===== src/sv/fas_pkg.sv =====
`timescale 1ns / 1ps
// ----------------------------------------------------------------------------
// fas_pkg: shared constants and types for the truncating float32 adder
// Field positions of a single-precision word and the stage payload types.
// ----------------------------------------------------------------------------
package fas_pkg;

	localparam int unsigned WordW  = 32;
	localparam int unsigned ExpW   = 8;
	localparam int unsigned FracW  = 23;
	localparam int unsigned MantW  = 24;
	localparam int unsigned SumW   = 26;
	localparam int unsigned PosW   = 5;
	localparam int unsigned SignPos = 31;

	// aligned operands after the swap and shift stage
	typedef struct packed {
		logic               sign_lo;
		logic               sign_hi;
		logic [ExpW-1:0]    exp_hi;
		logic [MantW-1:0]   mant_lo;
		logic [MantW-1:0]   mant_hi;
	} fas_align_t;

	// signed magnitude after the add stage
	typedef struct packed {
		logic               sign;
		logic [ExpW-1:0]    exp_hi;
		logic [MantW:0]     mag;
	} fas_sum_t;

endpackage


===== src/sv/float32_add_sub_truncating.sv =====
`timescale 1ns / 1ps
// ----------------------------------------------------------------------------
// float32_add_sub_truncating: single-precision add/subtract, truncating
// Three-stage pipeline: align, add, normalize. One pair per unstalled cycle.
// ----------------------------------------------------------------------------
// Accepts one operand pair every clock while in_stall is low and returns
// its sum through the align, add and normalize register stages. A result
// stall holds each full stage that cannot advance and stalls the input
// only when every stage is full. Results are truncated, the exponent wraps
// without a flag, and zero, denormal, infinity and NaN are not special.
module float32_add_sub_truncating import fas_pkg::*; (
	input  logic             clk,
	input  logic             arst_n,
	input  logic             in_valid,
	output logic             in_stall,
	input  logic             func,
	input  logic [WordW-1:0] operand_a,
	input  logic [WordW-1:0] operand_b,
	output logic             out_valid,
	input  logic             out_stall,
	output logic [WordW-1:0] sum_word
);

	fas_align_t       align_c, align_s1;
	fas_sum_t         sum_c, sum_s2;
	logic [WordW-1:0] word_c, word_s3;
	logic             v_s1, v_s2, v_s3;
	logic             adv3, adv2, adv1;

	fas_align  u_align (.func, .operand_a, .operand_b, .aligned(align_c));
	fas_addmag u_add   (.aligned(align_s1), .summed(sum_c));
	fas_norm   u_norm  (.summed(sum_s2), .result(word_c));

	// advance a stage when its successor frees up
	assign adv3     = !v_s3 || !out_stall;
	assign adv2     = !v_s2 || adv3;
	assign adv1     = !v_s1 || adv2;
	assign in_stall = !adv1;

	// hold valid bits
	always_ff @(posedge clk or negedge arst_n) begin
		if (!arst_n) begin
			v_s1 <= 1'b0;
			v_s2 <= 1'b0;
			v_s3 <= 1'b0;
		end else begin
			if (adv1) v_s1 <= in_valid;
			if (adv2) v_s2 <= v_s1;
			if (adv3) v_s3 <= v_s2;
		end
	end

	// advance payload
	always_ff @(posedge clk) begin
		if (adv1) align_s1 <= align_c;
		if (adv2) sum_s2   <= sum_c;
		if (adv3) word_s3  <= word_c;
	end

	assign out_valid = v_s3;
	assign sum_word  = word_s3;

endmodule


===== src/sv/fas_align.sv =====
`timescale 1ns / 1ps
// ----------------------------------------------------------------------------
// fas_align: operand unpack, swap and alignment shift
// Picks the smaller-exponent operand and shifts its mantissa right.
// ----------------------------------------------------------------------------
module fas_align import fas_pkg::*; (
	input  logic             func,
	input  logic [WordW-1:0] operand_a,
	input  logic [WordW-1:0] operand_b,
	output fas_align_t       aligned
);

	logic [WordW-1:0] b_eff;
	logic [WordW-1:0] lo_w;
	logic [WordW-1:0] hi_w;
	logic [ExpW-1:0]  diff;
	logic [MantW-1:0] mlo;

	// flip the second sign for subtraction, order by exponent
	always_comb begin
		b_eff = operand_b ^ {func, {(WordW-1){1'b0}}};
		if (operand_a[30:23] > b_eff[30:23]) begin
			lo_w = b_eff;
			hi_w = operand_a;
		end else begin
			lo_w = operand_a;
			hi_w = b_eff;
		end
		diff = hi_w[30:23] - lo_w[30:23];
		mlo  = {1'b1, lo_w[FracW-1:0]};
		aligned.sign_lo = lo_w[SignPos];
		aligned.sign_hi = hi_w[SignPos];
		aligned.exp_hi  = hi_w[30:23];
		aligned.mant_hi = {1'b1, hi_w[FracW-1:0]};
		aligned.mant_lo = (diff >= ExpW'(MantW)) ? '0 : (mlo >> diff);
	end

endmodule


===== src/sv/fas_addmag.sv =====
`timescale 1ns / 1ps
// ----------------------------------------------------------------------------
// fas_addmag: signed mantissa add and magnitude
// Sums the aligned mantissas in two's complement and splits sign from size.
// ----------------------------------------------------------------------------
module fas_addmag import fas_pkg::*; (
	input  fas_align_t aligned,
	output fas_sum_t   summed
);

	logic signed [SumW-1:0] slo;
	logic signed [SumW-1:0] shi;
	logic signed [SumW-1:0] sum;

	// negate by sign, add, take magnitude
	always_comb begin
		slo = aligned.sign_lo ? -$signed({2'b00, aligned.mant_lo})
		                      :  $signed({2'b00, aligned.mant_lo});
		shi = aligned.sign_hi ? -$signed({2'b00, aligned.mant_hi})
		                      :  $signed({2'b00, aligned.mant_hi});
		sum = slo + shi;
		summed.sign   = sum[SumW-1];
		summed.exp_hi = aligned.exp_hi;
		summed.mag    = sum[SumW-1] ? (MantW+1)'(-sum) : sum[MantW:0];
	end

endmodule


===== src/sv/fas_norm.sv =====
`timescale 1ns / 1ps
// ----------------------------------------------------------------------------
// fas_norm: leading-one detect and renormalize
// Moves the top one of the magnitude to bit 23 and adjusts the exponent.
// ----------------------------------------------------------------------------
module fas_norm import fas_pkg::*; (
	input  fas_sum_t         summed,
	output logic [WordW-1:0] result
);

	logic [PosW-1:0]  pos;
	logic             found;
	logic [MantW:0]   mag_n;
	logic [ExpW-1:0]  e;

	// find the highest set bit
	always_comb begin
		pos   = '0;
		found = 1'b0;
		for (int i = 0; i <= MantW; i++) begin
			if (summed.mag[i]) begin
				pos   = PosW'(i);
				found = 1'b1;
			end
		end
	end

	// shift into place and pack the word
	always_comb begin
		if (pos == PosW'(MantW)) begin
			mag_n = summed.mag >> 1;
			e     = summed.exp_hi + 8'd1;
		end else begin
			mag_n = summed.mag << (PosW'(FracW) - pos);
			e     = summed.exp_hi - ExpW'(PosW'(FracW) - pos);
		end
		result = found ? {summed.sign, e, mag_n[FracW-1:0]} : '0;
	end

endmodule

===== config.mk =====
export PLATFORM = sky130hd
export DESIGN_NAME = float32_add_sub_truncating
export DESIGN_NICKNAME = d
export VERILOG_FILES = /design/src/sv/fas_pkg.sv /design/src/sv/float32_add_sub_truncating.sv /design/src/sv/fas_align.sv /design/src/sv/fas_addmag.sv /design/src/sv/fas_norm.sv
export SDC_FILE = /design/constraint.sdc
export NUM_CORES = 1
export LEC_CHECK = 0
export BUFFER_PORTS_ARGS = -buffer_cell sky130_fd_sc_hd__buf_2
export CORE_MARGIN = 2
export CORE_UTILIZATION = 55
export DETAILED_ROUTE_END_ITERATION = 6
export HOLD_SLACK_MARGIN = 0.06
export PLACE_DENSITY = 0.74
export SYNTH_ARGS = -nofsm -noshare
export SYNTH_HDL_FRONTEND = slang
export SYNTH_HIERARCHICAL = 1
export SYNTH_SLANG_ARGS = --single-unit

===== constraint.sdc =====
create_clock -name clk -period 5.8 [get_ports clk]
set_input_delay 1.16 -clock clk [delete_from_list [all_inputs] [get_ports clk]]
set_output_delay 1.16 -clock clk [all_outputs]
set_load 0.01 [all_outputs]

# Word-level counts from Yosys, hierarchy flattened

Cells that the tools add are included.

Register bits after elaboration: 126
Input bits: 69
Output and inout bits: 34
Logic and storage cells: 91

Add/subtract/negate cells: 9
Order comparisons: 2
Equality and inequality tests: 1
Shift-type cells: 2
Muxes and demuxes: 56
Bitwise gates (word level): 1
Reduce and logical (&&, ||, !) cells: 8

Operator list:

| cell                | number |
|---|---|
| $mux 32             | 2 |
| $mux 26             | 2 |
| $neg 24->26         | 2 |
| $mux 5              | 9 |
| $mux 4              | 8 |
| $xor 32x32->32      | 1 |
| $add 26x26->26      | 1 |
| $mux 1              | 26 |
| $mux 25             | 1 |
| $neg 25->25         | 1 |
| $shl 25x5->23       | 1 |
| $shr 24x8->24       | 1 |
| $mux 23             | 1 |
| $sub 8x8->8         | 2 |
| $mux 3              | 4 |
| $add 8x1->8 const B | 1 |
| $ge 8x5->1 const B  | 1 |
| $gt 8x8->1          | 1 |
| $mux 8              | 1 |
| $sub 5x5->6 const A | 1 |
| $eq 5x5->1 const B  | 1 |
| $logic_not 1->1     | 5 |
| $sub 5x5->5 const A | 1 |
| $mux 2              | 2 |
| $logic_or 1x1->1    | 3 |

# Logic depth before layout (Yosys ltp)

Word-level depth: 27
Depth in mapped cells: 22
Mapped depth without buffers: 20

# Modules after synthesis

Netlist, hierarchy kept.

By module, submodules not included:

| module                     | times used | cells each | area each (µm²) | seq. area each (µm²) |
|---|---|---|---|---|
| float32_add_sub_truncating | 1          | 134        | 3851.2          | 3798.6 |
| fas_addmag                 | 1          | 413        | 2951.6          | 0.0 |
| fas_norm                   | 1          | 358        | 2491.1          | 0.0 |
| fas_align                  | 1          | 354        | 2412.3          | 0.0 |

# Worst setup path after synthesis

OpenSTA, ideal clock, no wires.

Kind: input to register
Start point: in operand_a[23]
End point: reg align_s1[31] (netlist name) (data pin)
Library setup time: 0.270 ns
Arrival time: 4.671 ns
Required time: 5.530 ns
Path slack: 0.858 ns
Stages on the path: 16
Buffers on the path: 5
Cell sequence: inv_1 -> ha_1 -> buf_2 -> nand4_1 -> or3_1 -> buf_2 -> o21a_1 -> clkbuf_1 -> o31a_1 -> ha_1 -> clkbuf_1 -> clkinv_1 -> clkbuf_1 -> mux4_2 -> a22oi_1 -> a21oi_1

Longest elaborated chain between the ends: 4
Elaborated cells on any way between the ends: 6
Those cells by class: add/sub (1); order compare (2); shift (1); mux (2)

Ends and longest elaborated chain:

| what                                        | line                             | source |
|---|---|---|
| start, declared                             | float32_add_sub_truncating.sv:17 | `input logic [WordW-1:0] operand_a,` |
| $gt 8x8->1                                  | fas_align.sv:22                  | `if (operand_a[30:23] > b_eff[30:23]) begin` |
| $mux 32                                     | fas_align.sv:22                  |  |
| $sub 8x8->8                                 | fas_align.sv:29                  | `diff = hi_w[30:23] - lo_w[30:23];` |
| $shr 24x8->24 or $ge 8x5->1 (tied branches) | fas_align.sv:35                  | `aligned.mant_lo = (diff >= ExpW'(MantW)) ? '0 : (mlo >> diff);` |
| end signal, assigned                        | float32_add_sub_truncating.sv:55 | `if (adv1) align_s1 <= align_c;` |
| end, declared                               | float32_add_sub_truncating.sv:24 | `fas_align_t align_c, align_s1;` |

Several ways; a longest one is shown, not always the timed one.
A chain may end at the register's enable or synchronous reset.

==> flow_metrics.py <==
metrics = {
    "outcome": {
        "status": "complete, no violations",
    },
    "sta": {
        "rsz0062_at_grt": "no",
        "worstMarginPinSlew_ns": 0.789,
        "min_period_ns": 5.21,
        "skew_ns": 0.0139,
        "fin_crit_sh_pct": 89.9,
        "max_slew_margin_pct": 47.0,
        "max_freq_mhz": 192,
        "finalHoldViolCount": 0,
        "finalSetupViolations": 0,
        "fin_setup_tns_ns": 0,
        "setup_slack_ns": 0.588,
        "slew_viol_final": 0,
    },
    "placed_design": {
        "gp_congestion": 0.988,
        "pre_cts_slack_ns": 0.600,
        "place.port_buffers": 102,
        "dpl.hpwl_microns": 22600,
    },
    "grt": {
        "grt_max_degree": 59,
        "antenna_found_initial": 0,
        "grt_first_pass_wirelength_microns": 47200,
        "track_usage_pct": 26.4,
        "gr-total-overflow": 0,
        "first_global_vias": 9336,
    },
    "setup_path": {
        "crit_slowest_cell": "xnor2_1",
        "path_max_fanout": 22,
        "crit_chain": "or3_1, or3_1, or3_1, nor2_1, nand2_1, o31ai_1, xnor2_1, ha_1, a21o_1, a21oi_1, o21ai_0, o21ai_0, a21oi_1, or3_1, xnor2_1, inv_2, o31ai_1, xor2_1",
        "reg2reg_depth": 18,
        "startpoint_type": "flip-flop",
        "arrival_ns": 5.35,
        "worstPathRequired_ns": 5.94,
        "max_stage_delay_ns": 0.55,
        "timing.rr.end": "sum_s2[17]",
        "critical_path_class": "flip-flop to flip-flop",
        "r2r_start": "align_s1[29]",
        "cp_num_buf_inv": 1,
        "cpMostUsedCell": "or3_1",
        "r2r_slack_ns": 0.59,
        "endpoint_kind": "flip-flop",
        "critical-path-top-delay-family": "simple AND/OR/NAND/NOR gates",
    },
    "pwr": {
        "p_total_mw": 8.24,
        "leakage_nw": 5.35,
        "power_density_nw_per_um2": 637,
        "max-vdd-ir-drop_v": 0.000276,
    },
    "clock_tree": {
        "h-tree-depth": 4,
        "clk_pin_slew_worst_paths_ns": 0.06,
        "root_buffer": "clkbuf_16",
        "clk_path_buf_depth": 2,
        "clock-sinks": 127,
        "postCtsHoldBufs": 0,
        "clk_latency_ns": 0.43,
        "postCtsSetupRepairBufs": 0,
        "cts_tree": "done",
        "ctsResizeCount": 0,
        "cts_buffers": 17,
    },
    "finish": {
        "nNetsFinal": 1442,
        "fillCellCount": 1816,
        "antennaDiodeCount": 0,
        "multi_input_area_sq_um": 7380,
        "seqCellArea_sq_um": 3800,
        "utilization_pct": 61.7,
        "syn_to_final_growth_pct": 10.4,
        "final_layout_size_suffix_gt1_share_pct": 17.0,
    },
    "floorplanning": {
        "dieArea_sq_um": 22500,
        "chipWidth_microns": 150,
        "start_util_pct": 55.9,
        "die_h_microns": 150,
        "rows": 53,
        "core-area_sq_um": 21000,
        "io-pin-count": 103,
    },
    "yosys": {
        "synth_nets": 1379,
        "yosysUniqueCellTypes": 107,
        "syn_area_sq_um": 11700,
        "syn_inst": 1259,
        "synth_top_area_share_pct": 31.8,
        "synthFlopType": "edfxtp_1",
        "synth.most_common_cell": "nand2_1",
        "ys_seq_area_share_pct": 32.4,
        "synthTopCellsByArea": "edfxtp_1 32%, mux2i_1 8.4%, xnor2_1 6.4%, nand2_1 5.4%, ha_1 5.2%",
        "yosys-top-cells-count": "167 x nand2_1, 124 x edfxtp_1, 98 x mux2i_1",
        "ys_warn_count": 6,
        "avgSynthCellArea_sq_um": 9.30,
        "synth_edf_count": 124,
        "async_flop_share_pct": 2.36,
        "synth_top_cell_by_area": "edfxtp_1",
        "ys_ff_latch": 127,
    },
    "routing": {
        "drc": 0,
        "vias": 10000,
        "routed_wl_microns": 29500,
        "drt.antenna.violating_nets": 0,
        "drt_pre_antenna_iters": 5,
        "drt_iter0_drc": 711,
        "wl_per_cell_microns": 18.3,
        "via_per_inst": 6.23,
    },
    "min_path": {
        "holdPathStages": 0,
        "hold_end": "sum_s2[28]",
        "hold_path_class": "flip-flop to flip-flop",
        "hold_start": "align_s1[51]",
    },
    "flow_run": {
        "cap_violations": 0,
    },
}
-- sequential cells by signal (all words and copies together) (netlist names) --
name,flops
sum_s2,34
align_s1,58
out_valid,1
v_s1,1
sum_word,32
v_s2,1
-- kinds of logic after synthesis --
group	Yosys count	share of synthesized area, %
AOI/OAI and AO/OA	302	18.8
xor gates and xnor gates	106	7.99
adders and majority gates	51	5.58
buffers and inverters	107	4.68
DFF	127	32.4
muxes	120	11.5
other	1	0.0320
and+or+nand+nor	445	19.0
-- stage by stage --
step           hold WS [ns]  area [sq um]  instances
3_3_place_gp          0.401         12300       1578
5_1_grt               0.435         12900       1609
3_5_place_dp          0.405         12300       1578
6_report              0.416         12900       1609
4_1_cts               0.415         12900       1609
2_1_floorplan         0.478         11700       1259
-- cell usage in the layout, fill, tap and decap left out, drive strengths merged, types with 18 or more instances in the layout --
cell type	n
o31ai	28
ha	49
inv	32
nor3	32
xnor2	85
a21o	21
xor2	21
a21oi	53
nor2	80
buf	119
mux2i	98
or3	22
clkbuf	18
o21ai	62
a211oi	24
nand3	32
nand2	168
edfxtp	124
-- cell type report --
class / instances / share of cell area, %
repair buffers: 119 / 4.94
clock inverters: 13 / 1.65
well taps: 275 / 2.66
clock buffers: 18 / 3.32
inverters: 32 / 0.987
multi-input cells: 1025 / 57.1
flip-flops and latches: 127 / 29.4
-- report_power, final --
part	switching [mW]	internal, mW	total (mW)
Clock	0.415	0.763	1.18
Sequential	0.373	1.56	1.93
Combinational	3.01	2.12	5.13
-- routing by layer --
| layer | vias up | wire length [microns] | GRT usage, % |
|---|---|---|---|
| li1 | 4847 | - | - |
| met1 | 4723 | 12600 | 33.5 |
| met2 | 386 | 14400 | 45.4 |
| met3 | 70 | 1540 | 3.32 |
| met4 | 0 | 913 | 11.0 |
| met5 | - | 0 | 0 |
-- how the worst max path moves through the flow --
stage / start / depth (start not counted) / slack (ns) / end
after global placement: align_s1[29] / 16 / 0.66 / sum_s2[19]
after floorplan: operand_a[23] / 16 / 0.86 / align_s1[31]
after CTS: align_s1[29] / 18 / 0.60 / sum_s2[17]
final: align_s1[29] / 18 / 0.59 / sum_s2[17]
after global routing: align_s1[29] / 18 / 0.32 / sum_s2[17]
after detailed placement: operand_b[25] / 16 / 0.60 / align_s1[28]
Note: power is estimated with default switching activity, not from simulation.
